### src/piecewise_linear_curve_lookup_unit_assert.svh
// Assertion macros shared by the curve lookup RTL
`ifndef PIECEWISE_LINEAR_CURVE_LOOKUP_UNIT_ASSERT_SVH
`define PIECEWISE_LINEAR_CURVE_LOOKUP_UNIT_ASSERT_SVH
`ifndef SYNTHESIS
// same-cycle implication
`define PLC_ASSERT_IMPLY(lbl, clk, rst, ante, cons, msg) \
   lbl: assert property (@(posedge clk) disable iff (rst) (ante) |-> (cons)) else $error(msg);
// next-cycle implication
`define PLC_ASSERT_NEXT(lbl, clk, rst, ante, cons, msg) \
   lbl: assert property (@(posedge clk) disable iff (rst) (ante) |=> (cons)) else $error(msg);
`else
`define PLC_ASSERT_IMPLY(lbl, clk, rst, ante, cons, msg)
`define PLC_ASSERT_NEXT(lbl, clk, rst, ante, cons, msg)
`endif
`endif

### src/plc_pkg.sv
// Types and constants of the curve lookup pipeline
`default_nettype none
package plc_pkg;
   localparam int VALUE_W            = 32;
   localparam int POINT_W            = 32;
   localparam int XW                 = 16;
   localparam int YW                 = 16;
   localparam int DIFF_W             = 17;
   localparam int PROD_W             = 34;
   localparam int MAG_W              = 32;
   localparam int DIV_W              = 16;
   localparam int RESULT_W           = 17;
   localparam int HALF_W             = RESULT_W + 1;
   localparam int RESULT_OFFSET      = 256;
   localparam int DIV_BITS_PER_STAGE = 4;
   localparam int DIV_STAGES         = MAG_W / DIV_BITS_PER_STAGE;
   localparam int CSR_IDX_W          = 4;
   localparam int CSR_DATA_W         = 32;

   localparam logic [CSR_IDX_W-1:0] CSR_POINT0 = '0;

   // search result: differences for the interpolation
   typedef struct packed {
      logic signed [DIFF_W-1:0] dvx;
      logic signed [DIFF_W-1:0] dy;
      logic signed [DIFF_W-1:0] dx;
      logic signed [YW-1:0]     base;
      logic                     direct;
      logic                     halve;
   } plc_diff_type;

   // unsigned division operands with sign and side data
   typedef struct packed {
      logic [MAG_W-1:0]     num;
      logic [DIV_W-1:0]     den;
      logic                 neg;
      logic signed [YW-1:0] base;
      logic                 direct;
      logic                 halve;
   } plc_div_type;
endpackage
`default_nettype wire

### src/plc_front.sv
// Clamp stage and segment search stage of the curve lookup
`default_nettype none
module plc_front #(
   parameter int NUM_POINTS = 5
) (
   input  logic                                          clock,
   input  logic                                          reset,
   input  logic                                          in_valid,
   output logic                                          in_ready,
   input  logic signed [plc_pkg::VALUE_W-1:0]            in_value,
   input  logic                                          in_halve,
   input  logic [NUM_POINTS-1:0][plc_pkg::POINT_W-1:0]   point,
   output logic                                          out_valid,
   input  logic                                          out_ready,
   output plc_pkg::plc_diff_type                         out_data
);
   import plc_pkg::*;

   logic signed [XW-1:0] x_c [NUM_POINTS];
   logic signed [YW-1:0] y_c [NUM_POINTS];

   logic                 s1_valid_ff;
   logic signed [XW-1:0] s1_v_ff;
   logic signed [XW-1:0] s1_v_in;
   logic                 s1_halve_ff;
   logic                 s1_ready;
   logic                 s2_ready;

   logic signed [XW-1:0] xk;
   logic signed [YW-1:0] yk;
   logic signed [XW-1:0] xp;
   logic signed [YW-1:0] yp;
   logic                 found;
   logic                 above;
   logic                 out_valid_ff;
   plc_diff_type         out_data_ff;
   plc_diff_type         out_data_in;

   // split the points into x and y
   always_comb begin
      for (int i = 0; i < NUM_POINTS; i++) begin
         x_c[i] = point[i][POINT_W-1 -: XW];
         y_c[i] = point[i][YW-1:0];
      end
   end

   assign s2_ready = ~out_valid_ff | out_ready;
   assign s1_ready = ~s1_valid_ff | s2_ready;
   assign in_ready = s1_ready;

   // clamp the value to the curve's x span
   always_comb begin
      if (in_value > VALUE_W'(x_c[0])) begin
         s1_v_in = x_c[0];
      end else if (in_value < VALUE_W'(x_c[NUM_POINTS-1])) begin
         s1_v_in = x_c[NUM_POINTS-1];
      end else begin
         s1_v_in = in_value[XW-1:0];
      end
   end

   always_ff @(posedge clock) begin
      if (reset) begin
         s1_valid_ff <= 1'b0;
      end else if (s1_ready) begin
         s1_valid_ff <= in_valid;
      end
      if (s1_ready) begin
         s1_v_ff     <= s1_v_in;
         s1_halve_ff <= in_halve;
      end
   end

   // find the first point below the value, from index 1
   always_comb begin
      xk    = x_c[NUM_POINTS-1];
      yk    = y_c[NUM_POINTS-1];
      xp    = x_c[NUM_POINTS-2];
      yp    = y_c[NUM_POINTS-2];
      found = 1'b0;
      for (int k = NUM_POINTS - 1; k >= 1; k--) begin
         if (s1_v_ff > x_c[k]) begin
            found = 1'b1;
            xk    = x_c[k];
            yk    = y_c[k];
            xp    = x_c[k-1];
            yp    = y_c[k-1];
         end
      end
      above              = s1_v_ff > x_c[0];
      out_data_in.dvx    = DIFF_W'(s1_v_ff) - DIFF_W'(xk);
      out_data_in.dy     = DIFF_W'(yp) - DIFF_W'(yk);
      out_data_in.dx     = DIFF_W'(xp) - DIFF_W'(xk);
      out_data_in.base   = above ? y_c[0] : yk;
      out_data_in.direct = above | ~found;
      out_data_in.halve  = s1_halve_ff;
   end

   always_ff @(posedge clock) begin
      if (reset) begin
         out_valid_ff <= 1'b0;
      end else if (s2_ready) begin
         out_valid_ff <= s1_valid_ff;
      end
      if (s2_ready) begin
         out_data_ff <= out_data_in;
      end
   end

   assign out_valid = out_valid_ff;
   assign out_data  = out_data_ff;
endmodule
`default_nettype wire

### src/plc_mul.sv
// Product stage and magnitude stage ahead of the divider
`default_nettype none
module plc_mul (
   input  logic                  clock,
   input  logic                  reset,
   input  logic                  in_valid,
   output logic                  in_ready,
   input  plc_pkg::plc_diff_type in_data,
   output logic                  out_valid,
   input  logic                  out_ready,
   output plc_pkg::plc_div_type  out_data
);
   import plc_pkg::*;

   logic                     a_valid_ff;
   logic signed [PROD_W-1:0] a_prod_ff;
   logic signed [PROD_W-1:0] a_prod_in;
   logic signed [DIFF_W-1:0] a_dx_ff;
   logic signed [YW-1:0]     a_base_ff;
   logic                     a_direct_ff;
   logic                     a_halve_ff;
   logic                     a_ready;
   logic                     b_ready;
   logic                     out_valid_ff;
   plc_div_type              out_data_ff;
   plc_div_type              out_data_in;

   assign b_ready  = ~out_valid_ff | out_ready;
   assign a_ready  = ~a_valid_ff | b_ready;
   assign in_ready = a_ready;

   // exact signed product of offset and y difference
   assign a_prod_in = in_data.dvx * in_data.dy;

   always_ff @(posedge clock) begin
      if (reset) begin
         a_valid_ff <= 1'b0;
      end else if (a_ready) begin
         a_valid_ff <= in_valid;
      end
      if (a_ready) begin
         a_prod_ff   <= a_prod_in;
         a_dx_ff     <= in_data.dx;
         a_base_ff   <= in_data.base;
         a_direct_ff <= in_data.direct;
         a_halve_ff  <= in_data.halve;
      end
   end

   // take magnitudes; a zero x difference yields the point's y directly
   always_comb begin
      out_data_in.num    = a_prod_ff[PROD_W-1] ? MAG_W'(-a_prod_ff) : MAG_W'(a_prod_ff);
      out_data_in.den    = a_dx_ff[DIFF_W-1] ? DIV_W'(-a_dx_ff) : DIV_W'(a_dx_ff);
      out_data_in.neg    = a_prod_ff[PROD_W-1] ^ a_dx_ff[DIFF_W-1];
      out_data_in.base   = a_base_ff;
      out_data_in.direct = a_direct_ff | (a_dx_ff == '0);
      out_data_in.halve  = a_halve_ff;
   end

   always_ff @(posedge clock) begin
      if (reset) begin
         out_valid_ff <= 1'b0;
      end else if (b_ready) begin
         out_valid_ff <= a_valid_ff;
      end
      if (b_ready) begin
         out_data_ff <= out_data_in;
      end
   end

   assign out_valid = out_valid_ff;
   assign out_data  = out_data_ff;
endmodule
`default_nettype wire

### src/plc_div.sv
// Pipelined restoring divider, a few quotient bits per stage
`default_nettype none
module plc_div (
   input  logic                 clock,
   input  logic                 reset,
   input  logic                 in_valid,
   output logic                 in_ready,
   input  plc_pkg::plc_div_type in_data,
   output logic                 out_valid,
   input  logic                 out_ready,
   output plc_pkg::plc_div_type out_data
);
   import plc_pkg::*;

   logic [DIV_STAGES-1:0] vld_ff;
   logic [DIV_STAGES-1:0] rdy;
   logic [DIV_W-1:0]      rem_ff [DIV_STAGES];
   plc_div_type           st_ff  [DIV_STAGES];

   // num carries dividend bits out the top and quotient bits in at the bottom
   for (genvar s = 0; s < DIV_STAGES; s++) begin : g_stage
      logic             prev_vld;
      logic             next_rdy;
      logic [DIV_W-1:0] prev_rem;
      plc_div_type      prev_st;
      logic [DIV_W-1:0] rem_in;
      plc_div_type      st_in;

      if (s == 0) begin : g_first
         assign prev_vld = in_valid;
         assign prev_rem = '0;
         assign prev_st  = in_data;
      end else begin : g_rest
         assign prev_vld = vld_ff[s-1];
         assign prev_rem = rem_ff[s-1];
         assign prev_st  = st_ff[s-1];
      end

      if (s == DIV_STAGES - 1) begin : g_last
         assign next_rdy = out_ready;
      end else begin : g_mid
         assign next_rdy = rdy[s+1];
      end

      assign rdy[s] = ~vld_ff[s] | next_rdy;

      // shift, compare and subtract once per quotient bit
      always_comb begin
         logic [DIV_W:0] trial;
         st_in  = prev_st;
         rem_in = prev_rem;
         for (int j = 0; j < DIV_BITS_PER_STAGE; j++) begin
            trial     = {rem_in, st_in.num[MAG_W-1]};
            st_in.num = {st_in.num[MAG_W-2:0], 1'b0};
            if (trial >= {1'b0, prev_st.den}) begin
               trial        = trial - {1'b0, prev_st.den};
               st_in.num[0] = 1'b1;
            end
            rem_in = trial[DIV_W-1:0];
         end
      end

      always_ff @(posedge clock) begin
         if (reset) begin
            vld_ff[s] <= 1'b0;
         end else if (rdy[s]) begin
            vld_ff[s] <= prev_vld;
         end
         if (rdy[s]) begin
            rem_ff[s] <= rem_in;
            st_ff[s]  <= st_in;
         end
      end
   end

   assign in_ready  = rdy[0];
   assign out_valid = vld_ff[DIV_STAGES-1];
   assign out_data  = st_ff[DIV_STAGES-1];
endmodule
`default_nettype wire

### src/plc_back.sv
// Sign restore, offset add, halving and output register
`default_nettype none
module plc_back (
   input  logic                                 clock,
   input  logic                                 reset,
   input  logic                                 in_valid,
   output logic                                 in_ready,
   input  plc_pkg::plc_div_type                 in_data,
   output logic                                 out_valid,
   input  logic                                 out_ready,
   output logic signed [plc_pkg::RESULT_W-1:0]  out_result
);
   import plc_pkg::*;

   logic [PROD_W-1:0]          q_ext;
   logic signed [PROD_W-1:0]   q_s;
   logic signed [PROD_W-1:0]   y_s;
   logic                       f_valid_ff;
   logic [HALF_W-1:0]          f_ylo_ff;
   logic                       f_sign_ff;
   logic                       f_halve_ff;
   logic                       f_ready;
   logic                       o_ready;
   logic [HALF_W-1:0]          rounded;
   logic [RESULT_W-1:0]        half;
   logic                       out_valid_ff;
   logic signed [RESULT_W-1:0] out_result_ff;
   logic signed [RESULT_W-1:0] out_result_in;

   assign o_ready  = ~out_valid_ff | out_ready;
   assign f_ready  = ~f_valid_ff | o_ready;
   assign in_ready = f_ready;

   // apply the quotient's sign and add the segment's y
   always_comb begin
      q_ext = {{(PROD_W - MAG_W){1'b0}}, in_data.num};
      q_s   = in_data.neg ? -q_ext : q_ext;
      y_s   = in_data.direct ? PROD_W'(in_data.base) : q_s + PROD_W'(in_data.base);
   end

   always_ff @(posedge clock) begin
      if (reset) begin
         f_valid_ff <= 1'b0;
      end else if (f_ready) begin
         f_valid_ff <= in_valid;
      end
      if (f_ready) begin
         f_ylo_ff   <= y_s[HALF_W-1:0];
         f_sign_ff  <= y_s[PROD_W-1];
         f_halve_ff <= in_data.halve;
      end
   end

   // halve toward zero: add one to negatives, then shift
   always_comb begin
      rounded       = f_ylo_ff + HALF_W'(f_sign_ff);
      half          = f_halve_ff ? rounded[HALF_W-1:1] : f_ylo_ff[RESULT_W-1:0];
      out_result_in = half + RESULT_W'(RESULT_OFFSET);
   end

   always_ff @(posedge clock) begin
      if (reset) begin
         out_valid_ff <= 1'b0;
      end else if (o_ready) begin
         out_valid_ff <= f_valid_ff;
      end
      if (o_ready) begin
         out_result_ff <= out_result_in;
      end
   end

   assign out_valid  = out_valid_ff;
   assign out_result = out_result_ff;
endmodule
`default_nettype wire

### src/piecewise_linear_curve_lookup_unit.sv
// Stages from an accepted req beat to rsp_valid: clamp, search, product,
// magnitude, 8 divider stages of 4 quotient bits, sign/add, output.
// Throughput: one beat per cycle; every stage has its own valid bit and
// holds under backpressure while emptier stages ahead keep filling.
// Reset clears all valid bits and sets every curve point to zero.
`default_nettype none
`include "piecewise_linear_curve_lookup_unit_assert.svh"
module piecewise_linear_curve_lookup_unit #(
   parameter int NUM_POINTS = 5
) (
   input  logic                                   clock,
   input  logic                                   reset,
   input  logic                                   req_valid,
   output logic                                   req_ready,
   input  logic signed [plc_pkg::VALUE_W-1:0]     req_value,
   input  logic                                   req_halve,
   output logic                                   rsp_valid,
   input  logic                                   rsp_ready,
   output logic signed [plc_pkg::RESULT_W-1:0]    rsp_result,
   input  logic                                   csr_write_en,
   input  logic [plc_pkg::CSR_IDX_W-1:0]          csr_index,
   input  logic [plc_pkg::CSR_DATA_W-1:0]         csr_wdata
);
   import plc_pkg::*;

   logic [NUM_POINTS-1:0][POINT_W-1:0] point_ff;

   logic         fr_valid;
   logic         fr_ready;
   plc_diff_type fr_data;
   logic         mu_valid;
   logic         mu_ready;
   plc_div_type  mu_data;
   logic         dv_valid;
   logic         dv_ready;
   plc_div_type  dv_data;

   // curve point registers; writes beyond the list are dropped
   always_ff @(posedge clock) begin
      if (reset) begin
         point_ff <= '0;
      end else if (csr_write_en) begin
         for (int i = 0; i < NUM_POINTS; i++) begin
            if (csr_index == CSR_IDX_W'(i)) begin
               point_ff[i] <= csr_wdata[POINT_W-1:0];
            end
         end
      end
   end

   plc_front #(
      .NUM_POINTS (NUM_POINTS)
   ) u_front (
      .clock     (clock),
      .reset     (reset),
      .in_valid  (req_valid),
      .in_ready  (req_ready),
      .in_value  (req_value),
      .in_halve  (req_halve),
      .point     (point_ff),
      .out_valid (fr_valid),
      .out_ready (fr_ready),
      .out_data  (fr_data)
   );

   plc_mul u_mul (
      .clock     (clock),
      .reset     (reset),
      .in_valid  (fr_valid),
      .in_ready  (fr_ready),
      .in_data   (fr_data),
      .out_valid (mu_valid),
      .out_ready (mu_ready),
      .out_data  (mu_data)
   );

   plc_div u_div (
      .clock     (clock),
      .reset     (reset),
      .in_valid  (mu_valid),
      .in_ready  (mu_ready),
      .in_data   (mu_data),
      .out_valid (dv_valid),
      .out_ready (dv_ready),
      .out_data  (dv_data)
   );

   plc_back u_back (
      .clock      (clock),
      .reset      (reset),
      .in_valid   (dv_valid),
      .in_ready   (dv_ready),
      .in_data    (dv_data),
      .out_valid  (rsp_valid),
      .out_ready  (rsp_ready),
      .out_result (rsp_result)
   );

   // an empty output stage lets the whole pipe take a beat
   `PLC_ASSERT_IMPLY(a_ready_when_drained, clock, reset, !rsp_valid, req_ready, "pipe stalled while output empty")
   // nothing comes out right after reset
   `PLC_ASSERT_IMPLY(a_empty_after_reset, clock, reset, $fell(reset), !rsp_valid, "result present after reset")
   // a write to the first point lands in its register
   `PLC_ASSERT_NEXT(a_point0_write, clock, reset, csr_write_en && csr_index == CSR_POINT0, point_ff[0] == $past(csr_wdata), "point 0 write lost")
endmodule
`default_nettype wire
### config.mk
export PLATFORM = sky130hd
export DESIGN_NAME = piecewise_linear_curve_lookup_unit
export DESIGN_NICKNAME = d
export VERILOG_FILES = /design/src/plc_pkg.sv /design/src/plc_front.sv /design/src/plc_mul.sv /design/src/plc_div.sv /design/src/plc_back.sv /design/src/piecewise_linear_curve_lookup_unit.sv
export VERILOG_INCLUDE_DIRS = /design/src /design/src/src
export SDC_FILE = /design/constraint.sdc
export NUM_CORES = 2
export LEC_CHECK = 0
export BUFFER_PORTS_ARGS = -buffer_cell sky130_fd_sc_hd__buf_2
export CORE_ASPECT_RATIO = 1.25
export CORE_MARGIN = 4
export CORE_UTILIZATION = 65
export DETAILED_ROUTE_END_ITERATION = 12
export GPL_ROUTABILITY_DRIVEN = 1
export PLACE_DENSITY = 0.87
export RECOVER_POWER = 100
export SLEW_MARGIN = 20
export SYNTH_ARGS = -nofsm -noshare
export SYNTH_HDL_FRONTEND = slang
export SYNTH_SLANG_ARGS = --single-unit
### constraint.sdc
create_clock -name clock -period 22.8 [get_ports clock]
set_input_delay 2.28 -clock clock [delete_from_list [all_inputs] [get_ports clock]]
set_output_delay 2.28 -clock clock [all_outputs]
set_load 0.03 [all_outputs]
==> flow_summary.yaml <==
outcome:
  status: "finished with violations"
  violations: "max-capacitance violations, max-slew violations"
sta:
  finalSetupViolations: 0
  rsz0062_at_grt: "no"
  maxSlewHeadroom: -2.188
  max_slew.worst_pin.slew_ns: 4.781
  clock_skew_ns: 0.07860
  fin_crit_ns: 15.88
  maxSlewViolCount: 1163
  hold_viol_final: 0
  fin_crit_sh: 0.6965
  fmax_mhz: 62.97
  tns_ns: 0
  holdWs_ns: 0.3796
  worst_slack_ns: 6.920
setup_path:
  cp_max_fo: 24
  cp.arrival_ns: 16.35
  crit_required_ns: 23.27
  critPathKind: "register to register"
  crit_top_cell: "o21ai_0"
  critPathMaxStageDelay_ns: 1.40
  crit_path_start_kind: "register"
  critPathCaptureType: "register"
  worst_path_max_delay_cell: "a21oi_1"
cts:
  clock_latency_ns: 0.76
  cts_hold_buf: 0
  clockBufferDepth: 3
  cts_root_buf: "clkbuf_16"
  clkTransAtPathRegs_ns: 0.07
  h-tree-depth: 3
  cts_resized: 0
  cts_tree: "built"
  cts_sinks: 1064
  numCtsBuffers: 103
  cts_setup_buffers: 0
floorplan:
  pin_count: 93
  initial_core_util: 0.6551
  dieArea_um2: 131800
  core_area_um2: 125000
  die_w_um: 325.5
  die_h_um: 404.8
  num_rows: 145
layout:
  final_cell_mix: "edfxtp_1, nand2_1, ha_1"
  fill_cells: 8899
  final_layout_size_suffix_gt1_frac: 0.06455
  final_common_cell: "edfxtp_1"
  final_cell_area_um2: 87230
  nets: 9434
  multi_input_area_um2: 47930
  synthToLayoutAreaGrowth_pct: 6.529
  register_area_um2: 30210
logic_synthesis:
  synth_nets: 9402
  yosys_warnings: 0
  synth-seq-area-share: 0.3689
  synth_cell_type_count: 108
  synthCells: 8186
  synth.avg_cell_area_um2: 10.00
  synth-edff-count: 890
  synthArstFlopShare: 0
  yosys_most_used_dff: "edfxtp_1"
  syn-cell-area_um2: 81880
  synth-seq-cells: 1064
placed_design:
  dpl_cell_area_um2: 84010
  preCtsSetupSlack_ns: 10.45
  port_buffers: 92
  hpwl_um: 167400
  gp_congestion: 0.9946
global_routing:
  overflow: 0
  grt_pass1_vias: 64447
  grt_start_max_net_pins: 103
  track_usage: 0.3282
  antenna_found_initial: 3
  grt_pass1_wl_um: 341500
route:
  ant_nets: 0
  firstDrtPassIters: 9
  vias_per_cell: 6.382
  drc: 0
  wirelength_um: 219300
  route.vias.total: 63341
  detail_route.wl_per_cell_um: 22.09
  initialDrtViolationCount: 5344
run:
  cap_violations: 24
min_path:
  hp-class: "register to register"
## synthesized netlist by cell type (123+ instances only)
cell type | number | area share
a21o_1 | 164 | 0.015
mux2_2 | 223 | 0.031
fa_1 | 330 | 0.081
xnor2_1 | 380 | 0.041
nor2_1 | 438 | 0.020
o21ai_0 | 431 | 0.026
clkbuf_1 | 175 | 0.0080
edfxtp_1 | 890 | 0.33
mux2i_1 | 179 | 0.022
ha_1 | 812 | 0.12
nand2_1 | 887 | 0.041
inv_1 | 755 | 0.035
xor2_1 | 129 | 0.014
a21oi_1 | 642 | 0.039
and2_1 | 149 | 0.011
dfxtp_1 | 174 | 0.043
nor3_1 | 123 | 0.0075
## state kept, by name, summed over array words and instances, names as in the netlist, 7 cells and up
signal	count
u_front.out_data	69
u_back.f_ylo_ff	18
u_mul.a_dx_ff	17
u_div.rem_ff	112
u_mul.a_prod_ff	33
u_front.s1_v_ff	16
u_div.g_stage.prev_vld	7
u_mul.out_data	67
u_div.st_ff	520
point_ff	160
u_back.out_result	17
u_mul.a_base_ff	16
## per-stage QoR
step	util	instances
6_report	0.6978	9925
5_1_grt	0.6978	9923
4_1_cts	0.7002	9920
3_5_place_dp	0.6721	9730
3_3_place_gp	0.6721	9730
2_1_floorplan	-	8186
## final cells by class
| type | instances | area share |
|---|---|---|
| Clock inverter | 58 | 0.008233 |
| Tap cell | 1617 | 0.02319 |
| Clock buffer | 132 | 0.03199 |
| Timing Repair Buffer | 137 | 0.007545 |
| Inverter | 767 | 0.03309 |
| Sequential cell | 1064 | 0.3463 |
| Antenna cell | 5 | 0.0001434 |
| Multi-Input combinational cell | 6145 | 0.5495 |
## per-layer routing
metal | wire length, um | global-route usage
met5 | 0 | 0
met4 | 22880 | 0.2821
met3 | 13290 | 0.04345
met2 | 108500 | 0.5862
met1 | 74610 | 0.3409
## final timing paths
check	from	end	slack, ns	depth (start not counted)
worst max-delay path	u_div.st_ff[0][20]$_DFFE_PP_	u_div.rem_ff[1][15]$_DFFE_PP_	6.92	44
worst min-delay path	u_div.st_ff[0][237]$_DFFE_PP_	u_div.st_ff[1][40]$_DFFE_PP_	0.38	0
worst max register to register	u_div.st_ff[0][20]$_DFFE_PP_	u_div.rem_ff[1][15]$_DFFE_PP_	6.92	44
worst min register to register	u_div.st_ff[0][237]$_DFFE_PP_	u_div.st_ff[1][40]$_DFFE_PP_	0.38	0
## worst max-delay path: cells and delay by family (launching register included)
| family | cells | cell delay (ns) |
|---|---|---|
| compound gates | 24 | 9.02 |
| simple gates | 9 | 2.42 |
| buf+inv | 5 | 1.40 |
| fa+ha+maj | 4 | 1.38 |
| mux | 2 | 0.87 |
| flops | 1 | 0.48 |
## logic make-up after synthesis
logic type / Yosys count / synth area share
AOI/OAI and AO/OA: 1840 / 0.1411
xor gates and xnor gates: 509 / 0.05444
adders and majority gates: 1142 / 0.2048
buffers and inverters: 977 / 0.04564
DFF: 1064 / 0.3689
muxes: 436 / 0.05803
and+or+nand+nor: 2218 / 0.1271
Power is not shown: default switching activity piles up to over one toggle a cycle in this logic, so the estimate is an artifact.
